<file path="config.mk">
export PLATFORM = sky130hd
export DESIGN_NAME = position_limited_stroke_sequencer
export DESIGN_NICKNAME = d
export VERILOG_FILES = /design/src/sv/plss_pkg.sv /design/src/sv/plss_cfg_regs.sv /design/src/sv/plss_input_stage.sv /design/src/sv/plss_core.sv /design/src/sv/position_limited_stroke_sequencer.sv
export VERILOG_INCLUDE_DIRS = /design/src /design/src/sv
export SDC_FILE = /design/constraint.sdc
export NUM_CORES = 1
export LEC_CHECK = 0
export ABC_AREA = 1
export BUFFER_PORTS_ARGS = -buffer_cell sky130_fd_sc_hd__buf_2
export CAP_MARGIN = 20
export CORE_MARGIN = 2
export CORE_UTILIZATION = 55
export CTS_BUF_LIST = sky130_fd_sc_hd__clkbuf_4
export CTS_CLUSTER_DIAMETER = 40
export DETAILED_ROUTE_END_ITERATION = 12
export PLACE_DENSITY_LB_ADDON = 0.05
export SLEW_MARGIN = 20
export SYNTH_ARGS = -nofsm -noshare
export SYNTH_HDL_FRONTEND = slang
export SYNTH_SLANG_ARGS = --single-unit
export TNS_END_PERCENT = 5
</file>
<file path="constraint.sdc">
create_clock -name clk -period 3.3 [get_ports clk]
set_clock_uncertainty 0.1 [all_clocks]
set_input_delay 0.165 -clock clk [delete_from_list [all_inputs] [get_ports clk]]
set_output_delay 0.165 -clock clk [all_outputs]
set_load 0.005 [all_outputs]
</file>
<file path="src/sv/position_limited_stroke_sequencer_defines.svh">
// Assertion macros used by the sequencer core RTL.
`ifndef POSITION_LIMITED_STROKE_SEQUENCER_DEFINES_SVH
`define POSITION_LIMITED_STROKE_SEQUENCER_DEFINES_SVH

`ifndef NO_ASSERTIONS
// Checked only outside reset.
`define PLSS_ASSERT(lbl, prop, msg) \
  lbl: assert property (@(posedge clk) disable iff (rst) prop) else $error(msg);
// Checked on every edge, reset included.
`define PLSS_ASSERT_ALWAYS(lbl, prop, msg) \
  lbl: assert property (@(posedge clk) prop) else $error(msg);
`else
`define PLSS_ASSERT(lbl, prop, msg)
`define PLSS_ASSERT_ALWAYS(lbl, prop, msg)
`endif

`endif

</file>
<file path="src/sv/plss_pkg.sv">
package plss_pkg;

  localparam int POT_BITS = 12;
  localparam int CFG_W    = 12;
  localparam int DRV_W    = 16;
  localparam int FUNC_W   = 3;
  localparam int CFG_IDX_W = 2;
  // Signed width that holds a pot difference and any register value.
  localparam int REL_W = ((POT_BITS > CFG_W) ? POT_BITS : CFG_W) + 2;

  localparam logic [FUNC_W-1:0] FUNC_TICK    = 3'd0;
  localparam logic [FUNC_W-1:0] FUNC_SHOOT   = 3'd1;
  localparam logic [FUNC_W-1:0] FUNC_SOFT    = 3'd2;
  localparam logic [FUNC_W-1:0] FUNC_MANUAL  = 3'd3;
  localparam logic [FUNC_W-1:0] FUNC_CAPTURE = 3'd4;
  localparam logic [FUNC_W-1:0] FUNC_CHECK   = 3'd5;
  localparam logic [FUNC_W-1:0] FUNC_STOP    = 3'd6;

  localparam logic [CFG_IDX_W-1:0] REG_TRAVEL    = 2'd0;
  localparam logic [CFG_IDX_W-1:0] REG_EMERGENCY = 2'd1;
  localparam logic [CFG_IDX_W-1:0] REG_SLOW_ZONE = 2'd2;

  localparam logic [CFG_W-1:0] TRAVEL_RESET    = 12'd320;
  localparam logic [CFG_W-1:0] EMERGENCY_RESET = 12'd600;
  localparam logic [CFG_W-1:0] SLOW_ZONE_RESET = 12'd35;

  // Drive levels in Q1.14.
  localparam logic signed [DRV_W-1:0] DRV_FULL      = 16'sd16384;
  localparam logic signed [DRV_W-1:0] DRV_NEG_FULL  = -16'sd16384;
  localparam logic signed [DRV_W-1:0] DRV_SOFT      = 16'sd5734;
  localparam logic signed [DRV_W-1:0] DRV_FAST_BACK = -16'sd13107;
  localparam logic signed [DRV_W-1:0] DRV_SLOW_BACK = -16'sd3277;

  typedef struct packed {
    logic [FUNC_W-1:0]       func;
    logic [POT_BITS-1:0]     pot_sample;
    logic signed [DRV_W-1:0] manual_drive;
  } plss_in_t;

  typedef struct packed {
    logic signed [DRV_W-1:0] motor_drive;
    logic                    idle;
  } plss_out_t;

  typedef struct packed {
    logic [CFG_W-1:0] travel_distance;
    logic [CFG_W-1:0] emergency_threshold;
    logic [CFG_W-1:0] slow_zone;
  } plss_cfg_t;

endpackage

</file>
<file path="src/sv/plss_cfg_regs.sv">
module plss_cfg_regs
  import plss_pkg::*;
(
  input  logic                 clk,
  input  logic                 rst,
  input  logic                 cfg_wr_en,
  input  logic [CFG_IDX_W-1:0] cfg_index,
  input  logic [CFG_W-1:0]     cfg_data,
  output plss_cfg_t            cfg
);

  always_ff @(posedge clk) begin
    if (rst) begin
      cfg.travel_distance     <= TRAVEL_RESET;
      cfg.emergency_threshold <= EMERGENCY_RESET;
      cfg.slow_zone           <= SLOW_ZONE_RESET;
    end else if (cfg_wr_en) begin
      unique case (cfg_index)
        REG_TRAVEL:    cfg.travel_distance     <= cfg_data;
        REG_EMERGENCY: cfg.emergency_threshold <= cfg_data;
        REG_SLOW_ZONE: cfg.slow_zone           <= cfg_data;
        default: ;
      endcase
    end
  end

endmodule

</file>
<file path="src/sv/plss_input_stage.sv">
module plss_input_stage
  import plss_pkg::*;
(
  input  logic     clk,
  input  logic     rst,
  input  logic     in_valid,
  output logic     in_stall,
  input  plss_in_t in_data,
  input  logic     take,
  output logic     item_valid,
  output plss_in_t item
);

  logic accept;

  // The held request may leave in the same cycle that a new one arrives.
  assign in_stall = item_valid && !take;
  assign accept   = in_valid && !in_stall;

  always_ff @(posedge clk) begin
    if (rst) begin
      item_valid <= 1'b0;
    end else begin
      if (take) begin
        item_valid <= 1'b0;
      end
      if (accept) begin
        item_valid <= 1'b1;
      end
    end
  end

  always_ff @(posedge clk) begin
    if (accept) begin
      item <= in_data;
    end
  end

endmodule

</file>
<file path="src/sv/plss_core.sv">
`include "position_limited_stroke_sequencer_defines.svh"

module plss_core
  import plss_pkg::*;
(
  input  logic      clk,
  input  logic      rst,
  input  logic      item_valid,
  input  plss_in_t  item,
  input  plss_cfg_t cfg,
  output logic      take,
  output logic      out_valid,
  input  logic      out_stall,
  output plss_out_t out_data
);

  typedef enum logic [2:0] {
    MODE_STOP   = 3'd0,
    MODE_SHOOT  = 3'd1,
    MODE_RETURN = 3'd2,
    MODE_MANUAL = 3'd3,
    MODE_SOFT   = 3'd5,
    MODE_EMERG  = 3'd6
  } mode_t;

  mode_t                   mode, mode_next, tick_mode;
  logic [POT_BITS-1:0]     start_position, start_position_next;
  logic                    capture_pending, capture_pending_next;
  logic signed [DRV_W-1:0] drive_level, drive_level_next, tick_drive;
  logic signed [DRV_W-1:0] manual_sat;
  logic signed [REL_W-1:0] rel, travel_s, slow_s;
  logic                    emit;

  // A request moves on whenever the result register is free or being emptied.
  assign take = item_valid && (!out_valid || !out_stall);

  always_comb begin
    if (item.manual_drive > DRV_FULL) begin
      manual_sat = DRV_FULL;
    end else if (item.manual_drive < DRV_NEG_FULL) begin
      manual_sat = DRV_NEG_FULL;
    end else begin
      manual_sat = item.manual_drive;
    end
  end

  // Position is taken against the start held before any capture on this tick.
  assign rel      = $signed(REL_W'(item.pot_sample)) - $signed(REL_W'(start_position));
  assign travel_s = $signed(REL_W'(cfg.travel_distance));
  assign slow_s   = $signed(REL_W'(cfg.slow_zone));

  always_comb begin
    tick_mode  = mode;
    tick_drive = drive_level;
    if (tick_mode == MODE_SHOOT || tick_mode == MODE_SOFT) begin
      if (rel < travel_s) begin
        tick_drive = (tick_mode == MODE_SOFT) ? DRV_SOFT : DRV_FULL;
      end
      if (rel > travel_s) begin
        tick_mode = MODE_RETURN;
      end
    end
    // A stroke that has just ended starts its return on the same tick.
    if (tick_mode == MODE_RETURN || tick_mode == MODE_EMERG) begin
      if (rel > slow_s) begin
        tick_drive = DRV_FAST_BACK;
      end else if (rel > 0) begin
        tick_drive = DRV_SLOW_BACK;
      end else begin
        tick_mode = MODE_STOP;
      end
    end
    // Manual drive is shown once, then the sequencer drops back to stop.
    if (tick_mode == MODE_STOP) begin
      tick_drive = '0;
    end else if (tick_mode == MODE_MANUAL) begin
      tick_mode = MODE_STOP;
    end
  end

  always_comb begin
    mode_next            = mode;
    drive_level_next     = drive_level;
    start_position_next  = start_position;
    capture_pending_next = capture_pending;
    emit                 = 1'b0;
    if (take) begin
      unique case (item.func)
        FUNC_TICK: begin
          emit             = 1'b1;
          mode_next        = tick_mode;
          drive_level_next = tick_drive;
          if (capture_pending) begin
            start_position_next  = item.pot_sample;
            capture_pending_next = 1'b0;
          end
        end
        FUNC_SHOOT: begin
          if (mode == MODE_STOP) mode_next = MODE_SHOOT;
        end
        FUNC_SOFT: begin
          if (mode == MODE_STOP) mode_next = MODE_SOFT;
        end
        FUNC_MANUAL: begin
          if (mode != MODE_EMERG) begin
            mode_next        = MODE_MANUAL;
            drive_level_next = manual_sat;
          end
        end
        FUNC_CAPTURE: begin
          capture_pending_next = 1'b1;
        end
        FUNC_CHECK: begin
          if (REL_W'(item.pot_sample) > REL_W'(cfg.emergency_threshold)) begin
            mode_next = MODE_EMERG;
          end
        end
        FUNC_STOP: begin
          mode_next = MODE_STOP;
        end
        default: ;
      endcase
    end
  end

  always_ff @(posedge clk) begin
    if (rst) begin
      mode            <= MODE_STOP;
      start_position  <= '0;
      capture_pending <= 1'b1;
      drive_level     <= '0;
      out_valid       <= 1'b0;
    end else begin
      mode            <= mode_next;
      start_position  <= start_position_next;
      capture_pending <= capture_pending_next;
      drive_level     <= drive_level_next;
      if (out_valid && !out_stall) begin
        out_valid <= 1'b0;
      end
      if (emit) begin
        out_valid <= 1'b1;
      end
    end
  end

  always_ff @(posedge clk) begin
    if (emit) begin
      out_data.motor_drive <= drive_level_next;
      out_data.idle        <= (mode_next == MODE_STOP);
    end
  end

  `PLSS_ASSERT(a_capture_clears, (take && item.func == FUNC_TICK) |=> !capture_pending,
    "capture request still pending after a tick")
  `PLSS_ASSERT(a_result_from_tick, $rose(out_valid) |-> $past(emit),
    "result appeared without a tick")
  `PLSS_ASSERT(a_idle_matches_mode, emit |=> (out_data.idle == (mode == MODE_STOP)),
    "idle flag disagrees with the mode left by the tick")
  `PLSS_ASSERT(a_drive_range,
    out_valid |-> (out_data.motor_drive <= DRV_FULL && out_data.motor_drive >= DRV_NEG_FULL),
    "motor drive outside full scale")

endmodule

</file>
<file path="src/sv/position_limited_stroke_sequencer.sv">
// A request accepted into the input register moves on when the core takes it; a tick's result
// is registered in the result register. Throughput: one request per cycle while not stalled;
// the mode compare and update is a single registered pass.
// Only ticks give results; a held result stalls new requests only once the input register is full.
// Reset (synchronous, active high): mode stop, drive zero, start position zero, a capture
// pending for the first tick, registers at 320, 600 and 35.
module position_limited_stroke_sequencer
  import plss_pkg::*;
(
  input  logic                 clk,
  input  logic                 rst,
  input  logic                 in_valid,
  output logic                 in_stall,
  input  plss_in_t             in_data,
  output logic                 out_valid,
  input  logic                 out_stall,
  output plss_out_t            out_data,
  input  logic                 cfg_wr_en,
  input  logic [CFG_IDX_W-1:0] cfg_index,
  input  logic [CFG_W-1:0]     cfg_data
);

  plss_cfg_t cfg;
  plss_in_t  item;
  logic      item_valid;
  logic      take;

  plss_cfg_regs u_cfg (
    .clk       (clk),
    .rst       (rst),
    .cfg_wr_en (cfg_wr_en),
    .cfg_index (cfg_index),
    .cfg_data  (cfg_data),
    .cfg       (cfg)
  );

  plss_input_stage u_in (
    .clk        (clk),
    .rst        (rst),
    .in_valid   (in_valid),
    .in_stall   (in_stall),
    .in_data    (in_data),
    .take       (take),
    .item_valid (item_valid),
    .item       (item)
  );

  plss_core u_core (
    .clk        (clk),
    .rst        (rst),
    .item_valid (item_valid),
    .item       (item),
    .cfg        (cfg),
    .take       (take),
    .out_valid  (out_valid),
    .out_stall  (out_stall),
    .out_data   (out_data)
  );

endmodule

</file>
======== Word level (Yosys, flattened, before mapping) ========
Index checks and enable logic that the tools add are counted.
operators by class
  add/subtract/negate cells ............... 1
  magnitude comparators ................... 7
  equality and inequality tests ........... 14
  multiplexer cells ....................... 32
  reduce and logical (&&, ||, !) cells .... 24
operator list
  operator              number
  $mux 16               10
  $mux 3                12
  $pmux 16 s2           1
  $gt 13x13->1          2
  $pmux 3 s6            1
  $gt 16x16->1 const B  1
  $lt 16x15->1 const B  1
  $eq 3x3->1 const B    5
  $mux 15               1
  $gt 13x1->1 const B   1
  $lt 13x13->1          1
  $sub 12x12->13        1
  $eq 3x2->1 const B    4
  $gt 12x12->1          1
  $logic_not 3->1       4
  $reduce_and 2->1      4
  $eq 3x1->1 const B    2
  $mux 1                6
  $reduce_bool 2->1     3
  $logic_and 1x1->1     4
  $logic_not 1->1       4
  $logic_or 1x1->1      3
  $ne 3x3->1 const B    1
  $reduce_and 3->1      1
  other kinds (4)       4
storage, ports and cells
  bits in registers ....................... 118
  input bits .............................. 50
  output and inout bits ................... 19
  logic and storage cells ................. 92

======== Longest topological paths before layout ========
Gate-level depths: netlist (run 1).
  depth after elaboration ................. 13
  gate-level depth with buffers ........... 28
  mapped depth without buffers ............ 28

======== Modules after synthesis ========
A second synthesis (run 1) with hierarchy kept.
unflattened totals
  cells, all modules ...................... 953
  area, all modules ....................... 6919.1 µm²
by module, submodules not included
  module            times used  cells each  area each (µm²)  sequential area each (µm²)
  plss_core         1           698         4466.8           1171.1
  plss_cfg_regs     1           217         1475.2           720.7
  plss_input_stage  1           38          977.2            950.9

======== Worst setup path before layout (run 1) ========
OpenSTA, ideal clock, no wires.
  path kind ............................... flip-flop to flip-flop
  start ................................... register, netlist name u_in.item[16]
  end ..................................... register, netlist name u_core.out_data[13]
  library setup time ...................... 255 ps
  arrival time ............................ 3065 ps
  data required time ...................... 2945 ps
  setup slack ............................. -120 ps
  stages on the path, launching flop included .. 26
  buffers on the path ..................... 1
  period minus slack after synthesis ...... 3420 ps
  path through ............................ edfxtp_1 inv_1 ha_1 fa_1 inv_1 nand3_1 nand3_2 nand2_1 nand2_1 xor2_1 ha_1 nand2_1 nor2_1 a211oi_1 nand2_1 nand2_1 nand2_1 nand2_1 nand2_1 a21oi_2 nand2_4 buf_6 nand2_1 nand2_1 nand2_1 nand2_1
between the ends
  cells in the longest elaborated chain, start to end .. 11
  elaborated cells on any way between the ends .. 22
  those cells by class .................... add/sub: 1; order compare: 4; eq/ne: 2; mux: 13; reduce/logical: 2
ends and longest elaborated chain
  item                                               RTL line                          RTL
  $sub 12x12->13 *                                   plss_core.sv:48                   assign rel = $signed(REL_W'(item.pot_sample)) - $signed(REL_W'(start_position));
  $gt 13x13->1                                       plss_core.sv:59                   if (rel > travel_s) begin
  $mux 3                                             plss_core.sv:59
  $mux 3                                             plss_core.sv:55                   if (tick_mode == MODE_SHOOT || tick_mode == MODE_SOFT) begin
  $eq 3x2->1, or another cell as far along           plss_core.sv:64                   if (tick_mode == MODE_RETURN || tick_mode == MODE_EMERG) begin
  $logic_or 1x1->1 / $mux 3 (equally long branches)  plss_core.sv:64, plss_core.sv:65
  $mux 3                                             plss_core.sv:64
  $logic_not 3->1                                    plss_core.sv:74                   if (tick_mode == MODE_STOP) begin
  $mux 16 *                                          plss_core.sv:74
  $pmux 16 s2 *                                      plss_core.sv:88                   unique case (item.func)
  $mux 16 *                                          plss_core.sv:87                   if (take) begin
  via u_core.drive_level_next[12]                    plss_core.sv:29                   logic signed [DRV_W-1:0] drive_level, drive_level_next, tick_drive;
Mark *: on every way through the listed nets, which the timed path passes. The rest lies on a longest branch.
A chain may end at the register's enable or synchronous reset.

======== Worst setup path after layout (run 1) ========
  start ................................... register, netlist name u_in.item[17]
  end ..................................... register, netlist name u_core.out_data[13]
between the ends
  cells in the longest elaborated chain, start to end .. 11
  elaborated cells on any way between the ends .. 22
  those cells by class .................... add/sub: 1; order compare: 4; eq/ne: 2; mux: 13; reduce/logical: 2
ends and longest elaborated chain
  item                                               RTL line
  $sub 12x12->13 *                                   plss_core.sv:48
  $gt 13x13->1                                       plss_core.sv:59
  $mux 3                                             plss_core.sv:59
  $mux 3                                             plss_core.sv:55
  $eq 3x2->1, or another cell as far along           plss_core.sv:64
  $logic_or 1x1->1 / $mux 3 (equally long branches)  plss_core.sv:64, plss_core.sv:65
  $mux 3                                             plss_core.sv:64
  $logic_not 3->1                                    plss_core.sv:74
  $mux 16 *                                          plss_core.sv:74
  $pmux 16 s2 *                                      plss_core.sv:88
  $mux 16 *                                          plss_core.sv:87
  via u_core.drive_level_next[12]                    plss_core.sv:29
Marks and branches as above.

==> results of run 1 <==
[routing by layer]
metal | track usage (%) | vias up | part of all wire (%)
met3 | 5.40 | 37 | 7.4
met2 | 47.1 | 268 | 46
met1 | 42.6 | 3009 | 45
met4 | 10.2 | 0 | 1.8
li1 | - | 3219 | -
met5 | 0 | - | 0
[worst paths after layout]
check | endpoint | depth (start not counted) | startpoint | slack, ps
max | u_core.out_data[13] | 24 | u_in.item[17] | -300
min | u_cfg.cfg[28] | 4 | cfg_index[0] | 100
max reg2reg | u_core.out_data[13] | 24 | u_in.item[17] | -300
min reg2reg | u_cfg.cfg[34] | 2 | u_cfg.cfg[34] | 370
[cell families (layout without fill, tap and decap cells)]
family	after synthesis	count (layout)	share of synthesized area [%]
AND/OR/NAND/NOR	356	357	22.9
AO/OA/AOI/OAI	178	178	14.9
buffers and inverters	169	367	9.70
flip-flops	118	118	42.4
adder cells (fa/ha/maj)	49	49	9.26
XOR/XNOR	5	5	0.765
[state kept, by name, summed over array words and instances, names as in the netlist]
register / flops
u_core.out_valid: 1
u_in.item_valid: 1
u_core.start_position: 12
u_cfg.cfg: 36
u_in.item: 31
u_core.out_data: 17
u_core.capture_pending: 1
u_core.drive_level: 16
u_core.mode: 3
[metrics by stage]
| stage | instances | setup WS [ps] | total power [mW] | area, sq um |
|---|---|---|---|---|
| 2_1_floorplan | 875 | -27.3 | 2.05 | 6720 |
| 3_3_place_gp | 1123 | -410 | 2.25 | 7550 |
| 3_5_place_dp | 1123 | -510 | 2.27 | 7550 |
| 4_1_cts | 1219 | -300 | 3.43 | 8590 |
| 5_1_grt | 1221 | -492 | 3.72 | 8990 |
| 6_report | 1221 | -302 | 3.55 | 8990 |
[cell usage in the layout (no fill, tap or decap), types with 3 or more instances in the layout]
cell type	n
clkinvlp_4	4
inv_2	14
inv_1	136
clkinv_1	3
o22ai_1	4
nand2_1	201
nand2_4	15
dlygate4sd3_1	57
a211oi_1	4
o21ai_0	49
a21oi_2	13
nand3_2	4
buf_4	58
nand3_4	4
buf_2	68
ha_4	16
o21ai_1	3
nand4_1	6
nor2_2	7
dfxtp_1	70
edfxtp_1	48
o211ai_1	9
nor2_1	44
a21oi_1	79
ha_1	32
clkinv_4	3
nand2_2	36
clkbuf_4	18
nand3_1	27
[critical path, cell delays in order (launching register included)]
cell and delay (ps):
edfxtp_1 390, inv_1 100, fa_2 400, inv_2 70
nand3_2 80, nand3_4 130, nand2_2 70, nand3_1 80
nand2_2 100, ha_4 320, nand2_1 80, nor2_2 110
nand2_1 60, nand2_1 60, nand4_1 120, nand2_4 140
nand4_2 120, nand2_4 180, nand3_2 120, nand2_4 130
nand2_4 110, nand2_2 110, nand2_2 50, nand2_2 80
nand2_2 50
[power groups by stage]
stage	registers [mW]	logic, mW	clock network, mW
after floorplan	1.63	0.420	0
after global placement	1.63	0.619	0
after detailed placement	1.63	0.638	0
after CTS	1.60	0.730	1.10
after global routing	1.61	0.936	1.17
final	1.61	0.855	1.09
[repair_timing]
action	in CTS	in global routing
gates cloned	1	0
setup endpoints to repair	36	38
pin swaps	20	27
resized for setup	27	72
hold buffers	57	0
setup buffers	6	2
hold endpoints to repair	87	0
[layout make-up]
cell class | instances | area [sq um]
Clock buffer | 18 | 135
Tap cell | 147 | 184
Timing Repair Buffer | 184 | 1370
Multi-Input combinational cell | 589 | 3740
Inverter | 151 | 567
Fill cell | 898 | 2970
Clock inverter | 14 | 153
Sequential cell | 118 | 2840
==> results.cfg, run 1 <==
[final_layout]
diodes = 0
area_delta_synth_final_pct = 34.1
final_core_util_pct = 75.2
drive_gt1_share_pct = 26.2
final_net_count = 1160

[outcome]
outcome = finished with violations
violations = negative setup slack

[yosys]
synth_top_area_share_pct = 21.5
synth_edf_count = 48
synthTopCellsByArea = edfxtp_1, dfxtp_1, nand2_1
yosys_warnings = 0
ys_seq_elements = 118
seq_area_frac_synth_pct = 42.4
ys_types = 46
synth_area_sq_um = 6700
syn_nets = 974
synth_common_cells = nand2_1, inv_1, a21oi_1, dfxtp_1, o21ai_0
syn_avg_cell_area_sq_um = 7.66
async_flop_share_pct = 0
synth_ff_type = dfxtp_1
yosysMostFrequentCell = nand2_1
synthCells = 875
synth_top_cell_by_area = edfxtp_1

[critical_path]
critPathCaptureType = flop
arrival_ps = 3820
crit_path_start_kind = flop
cp.required_ps = 3510
worstSetupPathType = reg -> reg
crit_fanout = 8

[floorplan]
ios = 69
die_w_um = 114
start_util_pct = 56.0
row_count = 40
dieHeight_um = 114
coreArea_sq_um = 12000
die_area_sq_um = 13100

[placement]
io_buffers = 68
dp_hpwl_mm = 12.6
place_congestion = 1.01

[timing]
slew_viol_final = 0
rsz0062_at_grt = true
fmaxAchievable_mhz = 278
slew_headroom_pct = 42.7
finalHoldViolCount = 0
worst_slack_ps = -302
worst_pin_slew_ps = 853
setup_tns_ps = -7490
min_period_ps = 3600
finalSetupViolations = 36
timing.final.crit_share_pct = 109
worst_hold_slack_ps = 103

[drt]
wl_per_cell_um = 16.0
via_per_inst = 5.35
drt_iter0_drc = 645
via_count = 6533
wirelength_mm = 19.6
postRouteAntennaNets = 0
drtPass1Iterations = 5
route.detailed.drc = 0

[pwr]
seq_power_share_pct = 45.2
power.switching_mw = 1.15
p_sw_share_pct = 32.3
comb_power_share_pct = 24.1
power.internal_mw = 2.41
peakVddDrop_mv = 0.348
clock_power_share_pct = 30.7
leakagePower_nw = 4.01
cellPowerDensity_nw_per_um2 = 395

[clock_tree]
clock_sinks = 118
clock_latency_ps = 550
cts_tree = yes
path_clk_slew_ps = 120
cts.path.max_buffers = 2
ctsHtreeMaxLevel = 4
root_buffer = clkbuf_4
cts_buffers = 17

[grt]
antenna_found_initial = 0
grt_overflow_total = 0
grt_pass1_vias = 6197
grt_pass1_wl_mm = 30.4
grt_max_degree = 38
grt.total_usage_pct = 30.2

[min_path]
hp-class = in -> reg

[run]
max_cap_viol_count = 0
Power figures use the tool's default switching activity.
==> inputs of run 2 (changes only) <==
- ABC_AREA: 1 -> default
- GPL_TIMING_DRIVEN: default -> 0
- PLACE_DENSITY_LB_ADDON: 0.05 -> 0.1
==> run 2 against run 1 <==
The flow still finishes with violations (negative setup slack); non-clock buffer count rose by 1; core utilization decreased by 0.76 points; register-to-register slack lost 510 ps; area after synthesis decreased by 4.8%; final cell count down 16%; total power fell by 2.8%; sequential share of layout area increased by 2.0 points; setup slack got worse by 510 ps; largest cell class unchanged; largest power group unchanged.
==> results.cfg, run 2 <==
[outcome]
outcome = finished with violations
violations = negative setup slack

[critical_path]
r2r-start = u_in.item[16]
path_delay_family = compound AO/OA/AOI/OAI gates
cp.required_ps = 3710
crit_fanout = 5
path_cells = inv_2 > ha_4 > fa_2 > nor2b_4 > o221a_4 > or3_4 > and2_4 > ha_4 > nand4_1 > nor2_4 > o221a_4 > o31a_1 > o21a_4 > o21ai_4 > a221oi_4 > a221o_1 > and2_1
critPathCaptureType = flop
arrival_ps = 4520
slowest_delay_ps = 450
path_buf_inv = 1
r2r_setup_slack_ps = -810
crit_path_start_kind = flop
r2r_cells = 17
cp-startpoint = u_in.item[16]
crit_slowest_cell = edfxtp_1
worstSetupPathType = reg -> reg
r2r-end = u_core.drive_level[5]

[min_path]
whs_path_depth = 3
hp-class = in -> reg
min_from = rst
worst_hold_path.endpoint = u_core.mode[0]

[yosys]
synth_ff_type = dfxtp_1
async_flop_share_pct = 0
ys_types = 71
synth_top_area_share_pct = 22.6
syn_avg_cell_area_sq_um = 9.25
seq_area_frac_synth_pct = 44.6
ys_seq_elements = 118
synth_common_cells = nand2_1, dfxtp_1, a21oi_1, inv_1
synth_top_cell_by_area = edfxtp_1
synthCells = 690
synth_area_sq_um = 6380
yosysMostFrequentCell = nand2_1
synthTopCellsByArea = edfxtp_1, dfxtp_1, ha_1
syn_nets = 789
yosys_warnings = 0
synth_edf_count = 48

[grt]
grt_pass1_wl_mm = 27.9
antenna_found_initial = 0
grt.total_usage_pct = 28.5
grt_max_degree = 27
grt_pass1_vias = 5603
grt_overflow_total = 0

[clock_tree]
cts_buffers = 17
ctsHtreeMaxLevel = 4
root_buffer = clkbuf_4
cts.path.max_buffers = 2
path_clk_slew_ps = 140
clock_sinks = 118
clock_latency_ps = 580
cts_tree = yes

[timing]
timing.final.crit_share_pct = 125
fmaxAchievable_mhz = 243
slew_headroom_pct = 38.5
worst_pin_slew_ps = 919
worst_slack_ps = -811
rsz0062_at_grt = true
setup_tns_ps = -25390
slew_viol_final = 0
min_period_ps = 4110
worst_hold_slack_ps = 79.9
finalHoldViolCount = 0
finalSetupViolations = 36

[floorplan]
start_util_pct = 56.1
die_area_sq_um = 12500
ios = 69
coreArea_sq_um = 11400
dieHeight_um = 112
row_count = 39
die_w_um = 112

[placement]
placed_cell_area_sq_um = 6980
place_ws_ps = -1300
io_buffers = 67
dp_hpwl_mm = 12.1
place_congestion = 0.998

[run]
max_cap_viol_count = 0

[final_layout]
final_cell_mix = nand2_1, dfxtp_1, buf_2, a21oi_1, inv_1
layout_commonest_cell = nand2_1
area_delta_synth_final_pct = 32.6
final_area_sq_um = 8460
final_net_count = 963
largest_reg_flops = 36
fillers = 770
diodes = 0
multiInputGateArea_sq_um = 3630
regMostFlops = u_cfg.cfg
drive_gt1_share_pct = 25.1
top_regs = u_cfg.cfg: 36 flops, u_in.item: 31 flops, u_core.out_data: 17 flops
seq_area_sq_um = 2840

[drt]
via_count = 5948
via_per_inst = 5.83
postRouteAntennaNets = 0
drt_iter0_drc = 545
wirelength_mm = 18.6
wl_per_cell_um = 18.2
route.detailed.drc = 0
drtPass1Iterations = 7

[pwr]
cellPowerDensity_nw_per_um2 = 408
leakagePower_nw = 3.29
peakVddDrop_mv = 0.428
power.total_mw = 3.45
run 2: final cells by class:
type	count	area share, %
multi-input cells	482	42.9
inverters	60	2.69
plain buffers	27	1.39
clock buffers	17	1.51
repair buffers	158	13.7
flip-flops and latches	118	33.6
clock inverters	15	2.10
well taps	143	2.12
run 2: routing by layer:
layer	up-vias	wire length (um)	global-route usage (%)
li1	2834	-	-
met1	2810	7950	38.1
met4	0	464	9.05
met5	-	0	0
met3	43	1360	6.48
met2	261	8790	46.5
run 2: power breakdown:
group	leakage [nW]	total (mW)	internal, mW	switching [mW]
clock	0.152	1.15	0.527	0.619
combinational	2.12	0.707	0.327	0.381
sequential	1.01	1.60	1.57	0.0331
run 2: timing repair:
item | CTS | global route
buffers inserted | 32 | 10
hold endpoints to repair | 74 | 0
hold buffers | 48 | 0
resized for setup | 37 | 44
setup endpoints to repair | 36 | 36
pin swaps | 25 | 31
run 2: kinds of logic (layout without fill, tap and decap cells):
kind of cell    Yosys count  count (layout)  synth area share (%)
simple gates            231             231                  17.6
flops                   118             118                  44.6
compound gates          190             190                  21.0
fa+ha+maj                50              50                  9.88
mux                       3               3                 0.471
xor+xnor                  8               8                  1.10
buf+inv                  90             277                  5.45
run 2: worst register-to-register path: stages, from the launching register on:
cell and delay (ps):
edfxtp_1 450, inv_2 100, ha_4 140, fa_2 240
nor2b_4 70, o221a_4 250, or3_4 340, and2_4 190
ha_4 260, nand4_1 230, nor2_4 150, o221a_4 220
o31a_1 250, o21a_4 190, o21ai_4 90, a221oi_4 440
a221o_1 220, and2_1 130
run 2: how the worst max path moves through the flow:
stage | end | slack, ps | depth (start not counted)
after floorplan | u_core.out_data[10] | -470 | 17
after global placement | u_core.out_data[16] | -1200 | 15
after detailed placement | u_core.out_data[16] | -1300 | 15
after CTS | u_core.drive_level[13] | -790 | 22
after global routing | u_core.drive_level[5] | -910 | 17
final | u_core.drive_level[5] | -810 | 17
run 2: metrics by stage:
| step | instances | util (%) |
|---|---|---|
| finish | 1020 | 74.4 |
| global route | 1020 | 74.4 |
| CTS | 1012 | 71.9 |
| detailed placement | 901 | 61.4 |
| global placement | 900 | 61.2 |
| floorplan | 690 | - |
==> inputs of run 3 (changes only) <==
- CORE_MARGIN: 2 -> 4
- SYNTH_HIERARCHICAL: default -> 1
==> run 3 against run 2 <==
The flow still finishes with violations (negative setup slack); combinational power grew 4.7%; area after synthesis increased by 5.8%; total power shrank 3.6%; first-iteration DRC count shrank 23%; synthesized cell count is 5.5% higher; sequential cell count unchanged; fmax shrank 7.3%; hold slack better by 170 ps; core utilization fell by 4.6 points; clock power decreased by 15%; sequential share of layout area increased by 0.27 points; largest cell class unchanged; critical path type unchanged; non-clock buffer count decreased by 20.
==> results.cfg, run 3 <==
[critical_path]
worstSetupPathType = reg -> reg
cp.required_ps = 3470
arrival_ps = 4610
crit_fanout = 5
slowest_delay_ps = 470
crit_path_start_kind = flop
crit_slowest_cell = or4b_1
r2r_cells = 17
critPathCaptureType = flop
path_cells = inv_2 > ha_4 > fa_2 > nand2b_4 > a211oi_4 > o21a_1 > xor2_2 > ha_1 > and3_1 > nand3_2 > o22ai_1 > o21bai_4 > o31ai_4 > or4b_1 > and3_4 > o22a_1 > a22o_1

[final_layout]
final_core_util_pct = 69.8
final_cell_mix = buf_2, dfxtp_1, inv_1, nor2_1, nand2_1
top_regs = u_cfg/cfg: 36 flops, u_in/item: 31 flops, u_core/out_data: 17 flops
diodes = 0
area_delta_synth_final_pct = 24.2
drive_gt1_share_pct = 18.9
regMostFlops = u_cfg/cfg
final_net_count = 978
fin_cells = 1039
largest_reg_flops = 36
fillers = 954
layout_commonest_cell = buf_2

[yosys]
synth_top_area_share_pct = 21.3
synth_xor_area_share_pct = 0.908
synth_top_cell_by_area = edfxtp_1
synthCells = 728
synth_adder_area_share_pct = 9.19
yosysMostFrequentCell = dfxtp_1
yosys.area_share.simple_pct = 20.1
synth_ff_type = dfxtp_1
synth_edf_count = 48
synth_area_sq_um = 6750
ys_seq_elements = 118
syn_avg_cell_area_sq_um = 9.28
async_flop_share_pct = 0
seq_area_frac_synth_pct = 42.1
synth_mux_area_share_pct = 5.50
synth_common_cells = dfxtp_1, inv_1, nor2_1, nand2_1
synthTopCellsByArea = edfxtp_1, dfxtp_1, ha_1
yosys_warnings = 6
synth_compound_area_share_pct = 17.0
synth_top_family_by_area = simple AND/OR/NAND/NOR gates
ys_types = 73
syn_nets = 827

[clock_tree]
cts_tree = yes
cts.path.max_buffers = 2
clock_latency_ps = 530
cts_buffers = 17
path_clk_slew_ps = 110
root_buffer = clkbuf_4
ctsHtreeMaxLevel = 4
clock_sinks = 118

[timing]
slew_headroom_pct = 55.2
finalSetupViolations = 36
worst_hold_slack_ps = 245
worst_slack_ps = -1140
min_period_ps = 4440
setup_tns_ps = -33800
timing.final.crit_share_pct = 134
rsz0062_at_grt = true
finalHoldViolCount = 0
worst_pin_slew_ps = 669
fmaxAchievable_mhz = 225
slew_viol_final = 0

[grt]
grt_max_degree = 27
grt_overflow_total = 0
grt_pass1_vias = 5968
antenna_found_initial = 0
grt_pass1_wl_mm = 29.8
grt.total_usage_pct = 26.5

[drt]
via_count = 6065
route.detailed.drc = 0
via_per_inst = 5.84
wirelength_mm = 18.3
drtPass1Iterations = 5
drt_iter0_drc = 418
wl_per_cell_um = 17.6
postRouteAntennaNets = 0

[pwr]
power.total_mw = 3.33
peakVddDrop_mv = 0.329
cellPowerDensity_nw_per_um2 = 397
leakagePower_nw = 3.39

[placement]
io_buffers = 68
place_congestion = 0.890
dp_cells = 944
dp_hpwl_mm = 13.1

[outcome]
outcome = finished with violations
violations = negative setup slack

[floorplan]
row_count = 40
die_area_sq_um = 14100
dieHeight_um = 119
die_w_um = 119
start_util_pct = 56.2
coreArea_sq_um = 12000
ios = 69

[run]
max_cap_viol_count = 0

[min_path]
hp-class = in -> reg
whs_path_depth = 2
run 3: cell types whose count changed in the layout (fill, tap and decap cells not counted), moves of 7 or more:
cell      before  now
nand2_1       99   51
nand2b_1       4   45
mux2i_1        3   36
buf_4         40   14
nor2_1        28   53
a21oi_1       58   44
nand3_1       13   25
o211ai_1      14    3
buf_2         68   77
ha_4          10    3
run 3: critical path: cells and delay by family (launching register included):
| kind | cells | cell delay, ps |
|---|---|---|
| AOI/OAI and AO/OA | 7 | 1480 |
| and+or+nand+nor | 5 | 1110 |
| adders and majority gates | 3 | 790 |
| DFF | 1 | 380 |
| xor gates and xnor gates | 1 | 240 |
| buffers and inverters | 1 | 60 |
run 3: final timing paths:
| check | startpoint | endpoint | slack (ps) |
|---|---|---|---|
| max | u_in/item[16] | u_core/out_data[13] | -1140 |
| min | in_data[14] | u_in/item[14] | 250 |
| max reg2reg | u_in/item[16] | u_core/out_data[13] | -1140 |
| min reg2reg | u_core/start_position[5] | u_core/start_position[5] | 360 |
run 3: cell families after synthesis:
kind of cell             Yosys count
adder cells (fa/ha/maj)           49
flip-flops                       118
AND/OR/NAND/NOR                  257
buffers and inverters             91
multiplexers                      37
XOR/XNOR                           7
AO/OA/AOI/OAI                    169
run 3: timing repair:
item	in CTS	in global routing
gates resized for setup	19	16
setup endpoints to repair	36	36
hold endpoints to repair	82	0
hold buffers	50	0
pin swaps	12	6
buffers inserted	12	1
run 3: metal layers:
| layer | GRT usage (%) | wire [um] |
|---|---|---|
| met5 | 0 | 0 |
| met4 | 8.91 | 340 |
| met3 | 5.50 | 1160 |
| met2 | 43.6 | 8820 |
| met1 | 34.9 | 7950 |
run 3: where the power goes:
group	internal, mW	switching, mW	leakage [nW]
Combinational	0.324	0.416	2.20
Sequential	1.57	0.0362	1.04
Clock	0.448	0.530	0.143
Total	2.34	0.982	3.39
run 3: per-stage QoR:
stage | setup slack (ps) | instance area (sq um)
final | -1140 | 8390
after global routing | -1310 | 8390
after CTS | -1080 | 8330
after detailed placement | -1480 | 7410
after global placement | -1410 | 7370
after floorplan | -943 | 6850
run 3: final cells by class:
| type | instances | area, sq um | area share [%] |
|---|---|---|---|
| tap | 147 | 184 | 2.19 |
| clock inverter | 13 | 115 | 1.37 |
| sequential | 118 | 2840 | 33.9 |
| buffer | 33 | 153 | 1.82 |
| clock buffer | 19 | 143 | 1.70 |
| inverter | 58 | 218 | 2.60 |
| timing repair buffer | 132 | 966 | 11.5 |
| multi-input combinational | 519 | 3770 | 44.9 |
